`src/design/swfb_pkg.sv`:
```
// Shared types, widths and helpers for the sliding window feature basis block.
// No dependencies; imported by swfb_isqrt and sliding_window_feature_basis.
package swfb_pkg;

    // Payload widths
    localparam int SAMPLE_W    = 32;   // signed Q16.16 input sample
    localparam int BASE_W      = 33;   // signed base value (attr or point length)
    localparam int FEAT_W      = 33;   // signed feature value
    localparam int MAG_W       = 33;   // unsigned magnitude fed to the squarer
    localparam int PROD_W      = 2 * MAG_W;
    localparam int ACC_W       = 68;   // sum of up to three squares
    localparam int RAD_W       = 64;   // root unit radicand
    localparam int ROOT_W      = RAD_W / 2;
    localparam int IN_TDATA_W  = 4 * SAMPLE_W;
    localparam int OUT_TDATA_W = ((FEAT_W + 7) / 8) * 8;

    // Config register indexes and values
    localparam logic       REG_BASIS_MODE   = 1'b0;
    localparam logic       REG_USE_GEOMETRY = 1'b1;
    localparam logic [1:0] MODE_MAGNITUDE   = 2'd0;
    localparam logic [1:0] MODE_JUMP        = 2'd1;

    // Term loop: three squared terms per pass
    localparam logic [1:0] TERM_LAST = 2'd2;

    // Saturation bound of the feature
    localparam logic [FEAT_W-1:0] FEAT_MAX = {1'b0, {(FEAT_W-1){1'b1}}};

    // Root unit: one result bit per cycle
    localparam int                 SQRT_CNT_W = $clog2(ROOT_W);
    localparam logic [SQRT_CNT_W-1:0] SQRT_LAST = SQRT_CNT_W'(ROOT_W - 1);
    localparam logic [RAD_W-1:0]   SQRT_BIT0  = {2'b01, {(RAD_W-2){1'b0}}};

    // Divide by nine, one nibble per cycle over the accumulator
    localparam int                 DIV_CNT_W = 5;
    localparam logic [DIV_CNT_W-1:0] DIV_LAST = DIV_CNT_W'(ACC_W / 4 - 1);
    localparam logic [7:0]         DIV_BY    = 8'd9;
    localparam logic [13:0]        RECIP9    = 14'd57;  // 57 / 2^9 ~ 1/9, exact below 144
    localparam int                 RECIP_SH  = 9;

    typedef enum logic [3:0] {
        ST_IDLE,
        ST_TERM_SEL,
        ST_TERM_MUL,
        ST_TERM_ACC,
        ST_SQRT_GO,
        ST_ROOT_WAIT,
        ST_DISPATCH,
        ST_FEAT_END,
        ST_DIV,
        ST_EMIT
    } swfb_state_t;

    typedef struct packed {
        logic busy;
        logic done;
    } sqrt_sts_t;

    typedef struct packed {
        logic [3:0] quo;
        logic [3:0] rem;
    } div_digit_t;

    // One quotient digit of a division by nine; cur is below 144
    function automatic div_digit_t div9_digit(input logic [7:0] cur);
        logic [13:0] scaled;
        logic [7:0]  back;
        div_digit_t  d;
        scaled = 14'(cur) * RECIP9;
        d.quo  = scaled[RECIP_SH+3:RECIP_SH];
        back   = cur - 8'(d.quo) * DIV_BY;
        d.rem  = back[3:0];
        return d;
    endfunction

endpackage

```
`src/design/sliding_window_feature_basis.sv`:
```
// Three-sample window feature (magnitude, neighbour jump, local std deviation).
// Depends on swfb_pkg and swfb_isqrt.
// The base is the attribute value or, in geometry mode, the point length from the root unit;
// each feature then comes from magnitude/jump directly, or for std from the shared 32-step
// root unit, after the 17-step divide by nine when three samples are present.
// Throughput: one request at a time; ready only in idle. Reset clears window and config.
module sliding_window_feature_basis (
    input  logic                                 clk,
    input  logic                                 rst_n,
    // input stream
    input  logic                                 s_axis_tvalid,
    output logic                                 s_axis_tready,
    input  logic [swfb_pkg::IN_TDATA_W-1:0]      s_axis_tdata,  // attr_value, coord_x, coord_y, coord_z
    input  logic                                 s_axis_tlast,  // is_final
    // output stream
    output logic                                 m_axis_tvalid,
    input  logic                                 m_axis_tready,
    output logic [swfb_pkg::OUT_TDATA_W-1:0]     m_axis_tdata,  // feature, zero pad
    output logic                                 m_axis_tlast,  // final_flag
    // config write port
    input  logic                                 cfg_we,
    input  logic                                 cfg_addr,
    input  logic [1:0]                           cfg_wdata
);
    import swfb_pkg::*;

    // Config
    logic [1:0] mode_reg;
    logic       geom_reg;

    // Sequencer
    swfb_state_t state_reg, state_next;
    logic [1:0]  k_reg, k_next;
    logic        feat_phase_reg, feat_phase_next;
    logic        second_reg, second_next;
    logic [DIV_CNT_W-1:0] dcnt_reg, dcnt_next;

    // Window state
    logic signed [BASE_W-1:0] older_reg, older_next;
    logic signed [BASE_W-1:0] pending_reg, pending_next;
    logic [1:0]               seen_reg, seen_next;

    // Request payload
    logic signed [SAMPLE_W-1:0] cx_reg, cx_next;
    logic signed [SAMPLE_W-1:0] cy_reg, cy_next;
    logic signed [SAMPLE_W-1:0] cz_reg, cz_next;
    logic                       fin_reg, fin_next;

    // Datapath
    logic signed [BASE_W-1:0] cur_reg, cur_next;
    logic signed [BASE_W-1:0] fc_reg, fc_next;
    logic signed [BASE_W-1:0] fl_reg, fl_next;
    logic signed [BASE_W-1:0] fr_reg, fr_next;
    logic                     hl_reg, hl_next;
    logic                     hr_reg, hr_next;
    logic [MAG_W-1:0]         opnd_reg, opnd_next;
    logic [MAG_W-1:0]         jmax_reg, jmax_next;
    logic [PROD_W-1:0]        prod_reg, prod_next;
    logic [ACC_W-1:0]         acc_reg, acc_next;
    logic [3:0]               drem_reg, drem_next;
    logic signed [FEAT_W-1:0] feat_reg, feat_next;

    // Output register
    logic                     ovalid_reg, ovalid_next;
    logic [FEAT_W-1:0]        ofeat_reg, ofeat_next;
    logic                     olast_reg, olast_next;

    // Term select
    logic signed [BASE_W-1:0] coord_sel;
    logic [MAG_W-1:0]         coord_abs;
    logic signed [BASE_W-1:0] pair_x, pair_y;
    logic signed [BASE_W:0]   pair_d;
    logic [BASE_W:0]          pair_abs;
    logic                     pair_ok;
    logic [MAG_W-1:0]         term_mag;

    // Root unit
    logic                 sqrt_start;
    logic [ROOT_W-1:0]    sqrt_root;
    sqrt_sts_t            sqrt_sts;
    div_digit_t           digit;

    logic in_accept;
    logic slot_free;
    logic out_load;

    assign in_accept = s_axis_tvalid && s_axis_tready;
    assign slot_free = !ovalid_reg || m_axis_tready;
    assign out_load  = (state_reg == ST_EMIT) && slot_free;
    assign digit     = div9_digit({drem_reg, acc_reg[ACC_W-1:ACC_W-4]});

    swfb_isqrt u_isqrt (
        .clk      (clk),
        .rst_n    (rst_n),
        .start    (sqrt_start),
        .radicand (acc_reg[RAD_W-1:0]),
        .root     (sqrt_root),
        .sts      (sqrt_sts)
    );

    // Coordinate magnitude for the point length pass
    always_comb
    begin
        unique case (k_reg)
            2'd0:    coord_sel = BASE_W'(cx_reg);
            2'd1:    coord_sel = BASE_W'(cy_reg);
            default: coord_sel = BASE_W'(cz_reg);
        endcase
        coord_abs = coord_sel[BASE_W-1] ? MAG_W'(-coord_sel) : MAG_W'(coord_sel);
    end

    // Neighbour pair for the feature pass: (c,l), (c,r), (l,r)
    always_comb
    begin
        unique case (k_reg)
            2'd0:
            begin
                pair_x  = fc_reg;
                pair_y  = fl_reg;
                pair_ok = hl_reg;
            end
            2'd1:
            begin
                pair_x  = fc_reg;
                pair_y  = fr_reg;
                pair_ok = hr_reg;
            end
            default:
            begin
                pair_x  = fl_reg;
                pair_y  = fr_reg;
                pair_ok = hl_reg && hr_reg;
            end
        endcase
        pair_d   = (BASE_W+1)'(pair_x) - (BASE_W+1)'(pair_y);
        pair_abs = pair_d[BASE_W] ? (BASE_W+1)'(-pair_d) : (BASE_W+1)'(pair_d);
        if (!feat_phase_reg)
            term_mag = coord_abs;
        else if (pair_ok)
            term_mag = pair_abs[MAG_W-1:0];
        else
            term_mag = '0;
    end

    // Sequencer and datapath next state
    always_comb
    begin
        state_next      = state_reg;
        k_next          = k_reg;
        feat_phase_next = feat_phase_reg;
        second_next     = second_reg;
        dcnt_next       = dcnt_reg;
        older_next      = older_reg;
        pending_next    = pending_reg;
        seen_next       = seen_reg;
        cx_next         = cx_reg;
        cy_next         = cy_reg;
        cz_next         = cz_reg;
        fin_next        = fin_reg;
        cur_next        = cur_reg;
        fc_next         = fc_reg;
        fl_next         = fl_reg;
        fr_next         = fr_reg;
        hl_next         = hl_reg;
        hr_next         = hr_reg;
        opnd_next       = opnd_reg;
        jmax_next       = jmax_reg;
        prod_next       = prod_reg;
        acc_next        = acc_reg;
        drem_next       = drem_reg;
        feat_next       = feat_reg;
        ovalid_next     = ovalid_reg && !m_axis_tready;
        ofeat_next      = ofeat_reg;
        olast_next      = olast_reg;
        sqrt_start      = 1'b0;
        s_axis_tready   = (state_reg == ST_IDLE);

        unique case (state_reg)
            ST_IDLE:
            begin
                if (in_accept)
                begin
                    cx_next   = s_axis_tdata[2*SAMPLE_W-1:SAMPLE_W];
                    cy_next   = s_axis_tdata[3*SAMPLE_W-1:2*SAMPLE_W];
                    cz_next   = s_axis_tdata[4*SAMPLE_W-1:3*SAMPLE_W];
                    fin_next  = s_axis_tlast;
                    if (geom_reg)
                    begin
                        feat_phase_next = 1'b0;
                        k_next          = '0;
                        acc_next        = '0;
                        state_next      = ST_TERM_SEL;
                    end
                    else
                    begin
                        cur_next   = BASE_W'($signed(s_axis_tdata[SAMPLE_W-1:0]));
                        state_next = ST_DISPATCH;
                    end
                end
            end

            // Shared squarer loop: select, square, accumulate
            ST_TERM_SEL:
            begin
                opnd_next = term_mag;
                // jump only looks at the centre sample's own neighbours
                if (feat_phase_reg && k_reg != TERM_LAST && term_mag > jmax_reg)
                    jmax_next = term_mag;
                state_next = ST_TERM_MUL;
            end

            ST_TERM_MUL:
            begin
                prod_next  = opnd_reg * opnd_reg;
                state_next = ST_TERM_ACC;
            end

            ST_TERM_ACC:
            begin
                acc_next = acc_reg + ACC_W'(prod_reg);
                if (k_reg == TERM_LAST)
                    state_next = feat_phase_reg ? ST_FEAT_END : ST_SQRT_GO;
                else
                begin
                    k_next     = k_reg + 2'd1;
                    state_next = ST_TERM_SEL;
                end
            end

            ST_SQRT_GO:
            begin
                sqrt_start = 1'b1;
                state_next = ST_ROOT_WAIT;
            end

            ST_ROOT_WAIT:
            begin
                if (sqrt_sts.done)
                begin
                    if (feat_phase_reg)
                    begin
                        feat_next  = {1'b0, sqrt_root};
                        state_next = ST_EMIT;
                    end
                    else
                    begin
                        cur_next   = {1'b0, sqrt_root};
                        state_next = ST_DISPATCH;
                    end
                end
            end

            // Base value ready: decide what the window owes
            ST_DISPATCH:
            begin
                if (seen_reg == 2'd0)
                begin
                    if (fin_reg)
                    begin
                        feat_next   = cur_reg;
                        second_next = 1'b1;
                        state_next  = ST_EMIT;
                    end
                    else
                    begin
                        older_next   = pending_reg;
                        pending_next = cur_reg;
                        seen_next    = 2'd1;
                        state_next   = ST_IDLE;
                    end
                end
                else
                begin
                    fc_next         = pending_reg;
                    fl_next         = older_reg;
                    fr_next         = cur_reg;
                    hl_next         = seen_reg[1];
                    hr_next         = 1'b1;
                    second_next     = 1'b0;
                    feat_phase_next = 1'b1;
                    k_next          = '0;
                    acc_next        = '0;
                    jmax_next       = '0;
                    state_next      = ST_TERM_SEL;
                end
            end

            ST_FEAT_END:
            begin
                unique case (mode_reg)
                    MODE_MAGNITUDE:
                    begin
                        feat_next  = fc_reg;
                        state_next = ST_EMIT;
                    end
                    MODE_JUMP:
                    begin
                        feat_next  = jmax_reg[MAG_W-1] ? FEAT_MAX : jmax_reg;
                        state_next = ST_EMIT;
                    end
                    default:
                    begin
                        if (hl_reg && hr_reg)
                        begin
                            dcnt_next  = '0;
                            drem_next  = '0;
                            state_next = ST_DIV;
                        end
                        else
                        begin
                            acc_next   = acc_reg >> 2;
                            state_next = ST_SQRT_GO;
                        end
                    end
                endcase
            end

            // Three-sample window: sum of squares / 9, nibble by nibble
            ST_DIV:
            begin
                acc_next  = {acc_reg[ACC_W-5:0], digit.quo};
                drem_next = digit.rem;
                dcnt_next = dcnt_reg + 1'b1;
                if (dcnt_reg == DIV_LAST)
                    state_next = ST_SQRT_GO;
            end

            ST_EMIT:
            begin
                if (slot_free)
                begin
                    ovalid_next = 1'b1;
                    ofeat_next  = feat_reg;
                    olast_next  = second_reg;
                    if (fin_reg && !second_reg)
                    begin
                        // Flush: feature of the last sample, left neighbour only
                        fc_next         = cur_reg;
                        fl_next         = pending_reg;
                        fr_next         = cur_reg;
                        hl_next         = 1'b1;
                        hr_next         = 1'b0;
                        second_next     = 1'b1;
                        feat_phase_next = 1'b1;
                        k_next          = '0;
                        acc_next        = '0;
                        jmax_next       = '0;
                        state_next      = ST_TERM_SEL;
                    end
                    else
                    begin
                        if (fin_reg)
                        begin
                            older_next   = '0;
                            pending_next = '0;
                            seen_next    = 2'd0;
                        end
                        else
                        begin
                            older_next   = pending_reg;
                            pending_next = cur_reg;
                            seen_next    = seen_reg[1] ? 2'd2 : seen_reg + 2'd1;
                        end
                        state_next = ST_IDLE;
                    end
                end
            end

            default:
            begin
                state_next = ST_IDLE;
            end
        endcase
    end

    // Config registers
    always_ff @(posedge clk or negedge rst_n)
    begin
        if (!rst_n)
        begin
            mode_reg <= MODE_MAGNITUDE;
            geom_reg <= 1'b0;
        end
        else if (cfg_we)
        begin
            if (cfg_addr == REG_BASIS_MODE)
                mode_reg <= cfg_wdata;
            else if (cfg_addr == REG_USE_GEOMETRY)
                geom_reg <= cfg_wdata[0];
        end
    end

    // Control and window state
    always_ff @(posedge clk or negedge rst_n)
    begin
        if (!rst_n)
        begin
            state_reg      <= ST_IDLE;
            k_reg          <= '0;
            feat_phase_reg <= 1'b0;
            second_reg     <= 1'b0;
            dcnt_reg       <= '0;
            older_reg      <= '0;
            pending_reg    <= '0;
            seen_reg       <= 2'd0;
            ovalid_reg     <= 1'b0;
        end
        else
        begin
            state_reg      <= state_next;
            k_reg          <= k_next;
            feat_phase_reg <= feat_phase_next;
            second_reg     <= second_next;
            dcnt_reg       <= dcnt_next;
            older_reg      <= older_next;
            pending_reg    <= pending_next;
            seen_reg       <= seen_next;
            ovalid_reg     <= ovalid_next;
        end
    end

    // Datapath registers
    always_ff @(posedge clk)
    begin
        cx_reg    <= cx_next;
        cy_reg    <= cy_next;
        cz_reg    <= cz_next;
        fin_reg   <= fin_next;
        cur_reg   <= cur_next;
        fc_reg    <= fc_next;
        fl_reg    <= fl_next;
        fr_reg    <= fr_next;
        hl_reg    <= hl_next;
        hr_reg    <= hr_next;
        opnd_reg  <= opnd_next;
        jmax_reg  <= jmax_next;
        prod_reg  <= prod_next;
        acc_reg   <= acc_next;
        drem_reg  <= drem_next;
        feat_reg  <= feat_next;
        ofeat_reg <= ofeat_next;
        olast_reg <= olast_next;
    end

    assign m_axis_tvalid = ovalid_reg;
    assign m_axis_tdata  = {{(OUT_TDATA_W-FEAT_W){1'b0}}, ofeat_reg};
    assign m_axis_tlast  = olast_reg;

`ifndef SYNTH
    // Root results arrive only while the sequencer waits for them
    a_root_when_waiting: assert property (@(posedge clk) disable iff (!rst_n)
        sqrt_sts.done |-> state_reg == ST_ROOT_WAIT)
        else $error("root result outside wait state");

    // A root is only started on an idle root unit
    a_root_start_idle: assert property (@(posedge clk) disable iff (!rst_n)
        sqrt_start |-> !sqrt_sts.busy)
        else $error("root started while busy");

    // Window fill count saturates at two
    a_seen_range: assert property (@(posedge clk) disable iff (!rst_n)
        seen_reg != 2'd3)
        else $error("window fill count out of range");

    // A flagged feature only goes out for a final sample
    a_flag_needs_final: assert property (@(posedge clk) disable iff (!rst_n)
        (out_load && second_reg) |-> fin_reg)
        else $error("final flag without final sample");

    // After a final sample the window is empty
    a_final_clears: assert property (@(posedge clk) disable iff (!rst_n)
        (out_load && second_reg) |=> seen_reg == 2'd0)
        else $error("window not cleared after final sample");
`endif

endmodule

```
`src/design/swfb_isqrt.sv`:
```
// Iterative integer square root, one result bit per cycle (digit by digit).
// Depends on swfb_pkg for widths and the status struct.
module swfb_isqrt (
    input  logic                        clk,
    input  logic                        rst_n,
    input  logic                        start,
    input  logic [swfb_pkg::RAD_W-1:0]  radicand,
    output logic [swfb_pkg::ROOT_W-1:0] root,
    output swfb_pkg::sqrt_sts_t         sts
);
    import swfb_pkg::*;

    logic [RAD_W-1:0]      rem_reg, rem_next;
    logic [RAD_W-1:0]      res_reg, res_next;
    logic [RAD_W-1:0]      bit_reg, bit_next;
    logic [SQRT_CNT_W-1:0] cnt_reg, cnt_next;
    logic                  busy_reg, busy_next;
    logic                  done_reg, done_next;
    logic [RAD_W:0]        trial;
    logic                  take;

    // Trial subtract of res + bit from the remainder
    assign trial = {1'b0, res_reg} + {1'b0, bit_reg};
    assign take  = ({1'b0, rem_reg} >= trial);

    always_comb
    begin
        rem_next  = rem_reg;
        res_next  = res_reg;
        bit_next  = bit_reg;
        cnt_next  = cnt_reg;
        busy_next = busy_reg;
        done_next = 1'b0;
        if (start)
        begin
            rem_next  = radicand;
            res_next  = '0;
            bit_next  = SQRT_BIT0;
            cnt_next  = '0;
            busy_next = 1'b1;
        end
        else if (busy_reg)
        begin
            if (take)
            begin
                rem_next = rem_reg - trial[RAD_W-1:0];
                res_next = (res_reg >> 1) + bit_reg;
            end
            else
            begin
                res_next = res_reg >> 1;
            end
            bit_next = bit_reg >> 2;
            cnt_next = cnt_reg + 1'b1;
            if (cnt_reg == SQRT_LAST)
            begin
                busy_next = 1'b0;
                done_next = 1'b1;
            end
        end
    end

    // Control registers
    always_ff @(posedge clk or negedge rst_n)
    begin
        if (!rst_n)
        begin
            cnt_reg  <= '0;
            busy_reg <= 1'b0;
            done_reg <= 1'b0;
        end
        else
        begin
            cnt_reg  <= cnt_next;
            busy_reg <= busy_next;
            done_reg <= done_next;
        end
    end

    // Datapath registers
    always_ff @(posedge clk)
    begin
        rem_reg <= rem_next;
        res_reg <= res_next;
        bit_reg <= bit_next;
    end

    assign root     = res_reg[ROOT_W-1:0];
    assign sts.busy = busy_reg;
    assign sts.done = done_reg;

endmodule
```
`config.mk`:
```
export PLATFORM = sky130hd
export DESIGN_NAME = sliding_window_feature_basis
export DESIGN_NICKNAME = d
export VERILOG_FILES = /design/src/design/swfb_pkg.sv /design/src/design/sliding_window_feature_basis.sv /design/src/design/swfb_isqrt.sv
export SDC_FILE = /design/constraint.sdc
export NUM_CORES = 2
export LEC_CHECK = 0
export BUFFER_PORTS_ARGS = -buffer_cell sky130_fd_sc_hd__clkbuf_2
export CORE_UTILIZATION = 35
export DETAILED_ROUTE_END_ITERATION = 12
export PLACE_DENSITY = 0.62
export SYNTH_ARGS = -nofsm -noshare
export SYNTH_HDL_FRONTEND = slang
export SYNTH_HIERARCHICAL = 1
export SYNTH_SLANG_ARGS = --single-unit
export TNS_END_PERCENT = 5
```
`constraint.sdc`:
```
create_clock -name clk -period 13.3 [get_ports clk]
set_input_delay 0.665 -clock clk [delete_from_list [all_inputs] [get_ports clk]]
set_output_delay 0.665 -clock clk [all_outputs]
set_load 0.03 [all_outputs]
```
==> run metrics <==
final setup fails=0; Mapped Cells=8,133; htree depth=3; Worst Setup Path Type=flip-flop to flip-flop; Clock Path Buffers=3; via count of the routed design=59,746; nets=9,628; Avg WL per Cell=21.2 µm; First DRT Iteration DRCs=5,302; Hold Buf Count CTS=1; final hold vios=0; Slew Limit Fails=0; Fin Setup TNS=0 ns; die width=475 µm; PortBufs=172; GRT overflow=0; total track usage=20.8%; Syn. warnings=6; Starting Density=35.2%; WP data arrival=9.88 ns; Max Fclk=106 MHz; syn_area_per_cell=9.64 µm²; Critical Path RT=13.77 ns; via/cell ratio=5.38; Placer Congestion=0.935; CTS tree=done; pin count of the biggest net entering global routing=101; DR pass1 iterations=5; Area Overhead vs Synth=8.15%; status=complete, no violations; vias in the first global route=61,396; die height=475 µm; Antenna Violating Nets Remaining=0; mapped cell area=78,400 µm²; residual DRC count=0; antenna violations before repair=7; layout cell share with drive strength beyond 1=7.45%; post-detail-place hpwl=181,000 µm; max reg flops=68; CTS Buf Count=86; clk root buf=clkbuf_16; final worst-path cycle share=70.8%; Clock Sink Count=753; startpoint types=flip-flop; WHS=0.107 ns; Worst Tran Pin Value=1.12 ns; die area=226,000 µm²; CTS resizes=0; RSZ-0062 raised after global routing=false; WL final=235,000 µm; Worst Hold Class=input port to flip-flop; fin crit period=9.41 ns; clock-pin slew on the worst setup and hold paths=0.07 ns; Max Cap Viol=0; # IOs=180; CP Max Fanout=27; num rows=173; Worst-Skew Late Latency=0.74 ns; first-pass GRT wire length=363,000 µm; relative slew slack=25.2%; Worst Setup End Kind=flip-flop; clk_skew=0.0570 ns; core area=223,000 µm²; Setup Fix Bufs, Post-CTS=0
-- path summary, 6_finish.rpt --
path	start	end	slack (ns)	cells after the start
min reg2reg	feat_reg[26]	ofeat_reg[26]	0.42	0
max reg2reg	opnd_reg[12]	prod_reg[59]	3.89	24
max in group asynchronous	rst_n	older_reg[17]	11.47	3
min	s_axis_tdata[48]	cx_reg[16]	0.11	1
min in group asynchronous	rst_n	u_isqrt/cnt_reg[3]	0.52	2
max	opnd_reg[12]	prod_reg[59]	3.89	24
-- cell type report --
type | instances | area, µm²
Antenna cell | 5 | 12.5
Clock buffer | 112 | 2390
Clock inverter | 48 | 510
Fill cell | 22135 | 138000
Inverter | 1082 | 4060
Multi-Input combinational cell | 5880 | 51500
Sequential cell | 753 | 21200
Tap cell | 2975 | 3720
Timing Repair Buffer | 245 | 1410
-- worst max-delay path, stage by stage (launching register included) --
cell	delay, ns
edfxtp_1	0.32
buf_4	0.42
clkinv_1	0.72
nor2_1	0.47
fa_1	0.51
fa_1	0.44
fa_1	0.53
inv_1	0.06
fa_1	0.54
fa_1	0.46
fa_1	0.56
inv_1	0.06
fa_1	0.52
fa_1	0.50
ha_1	0.46
nand4_1	0.18
nor3_1	0.17
nand4_1	0.11
o32ai_1	0.65
o41ai_2	0.18
o41ai_1	0.53
a221oi_1	0.24
o21ai_0	0.21
a21oi_1	0.10
xnor2_1	0.14
-- routing by layer --
metal / vias up / wire (µm) / track usage, %
li1: 27409 / - / -
met1: 29919 / 102000 / 28.2
met2: 2016 / 110000 / 34.2
met3: 398 / 14500 / 2.74
met4: 4 / 8280 / 6.74
met5: - / 27 / 0
-- per-stage QoR --
step	instance area [µm²]	utilization (%)	setup slack (ns)	instances
5_1_grt	84800	38.1	3.47	11096
4_1_cts	84800	38.1	3.78	11095
2_1_floorplan	78400	-	3.18	8139
6_report	84800	38.1	3.89	11100
3_3_place_gp	81900	36.8	3.96	10934
3_5_place_dp	81900	36.8	3.83	10934
-- cell usage in the layout (no fill, tap or decap), drive strengths merged, types with 270 or more instances in the layout --
cell,instances
a21oi,382
ha,568
nand2,905
o21ai,493
inv,1078
fa,875
nor2,412
edfxtp,565
clkbuf,283
and2,270
Power is left out: the tool's default activity adds up to more than one toggle a clock period on the data nets, which glitch-free logic cannot reach.
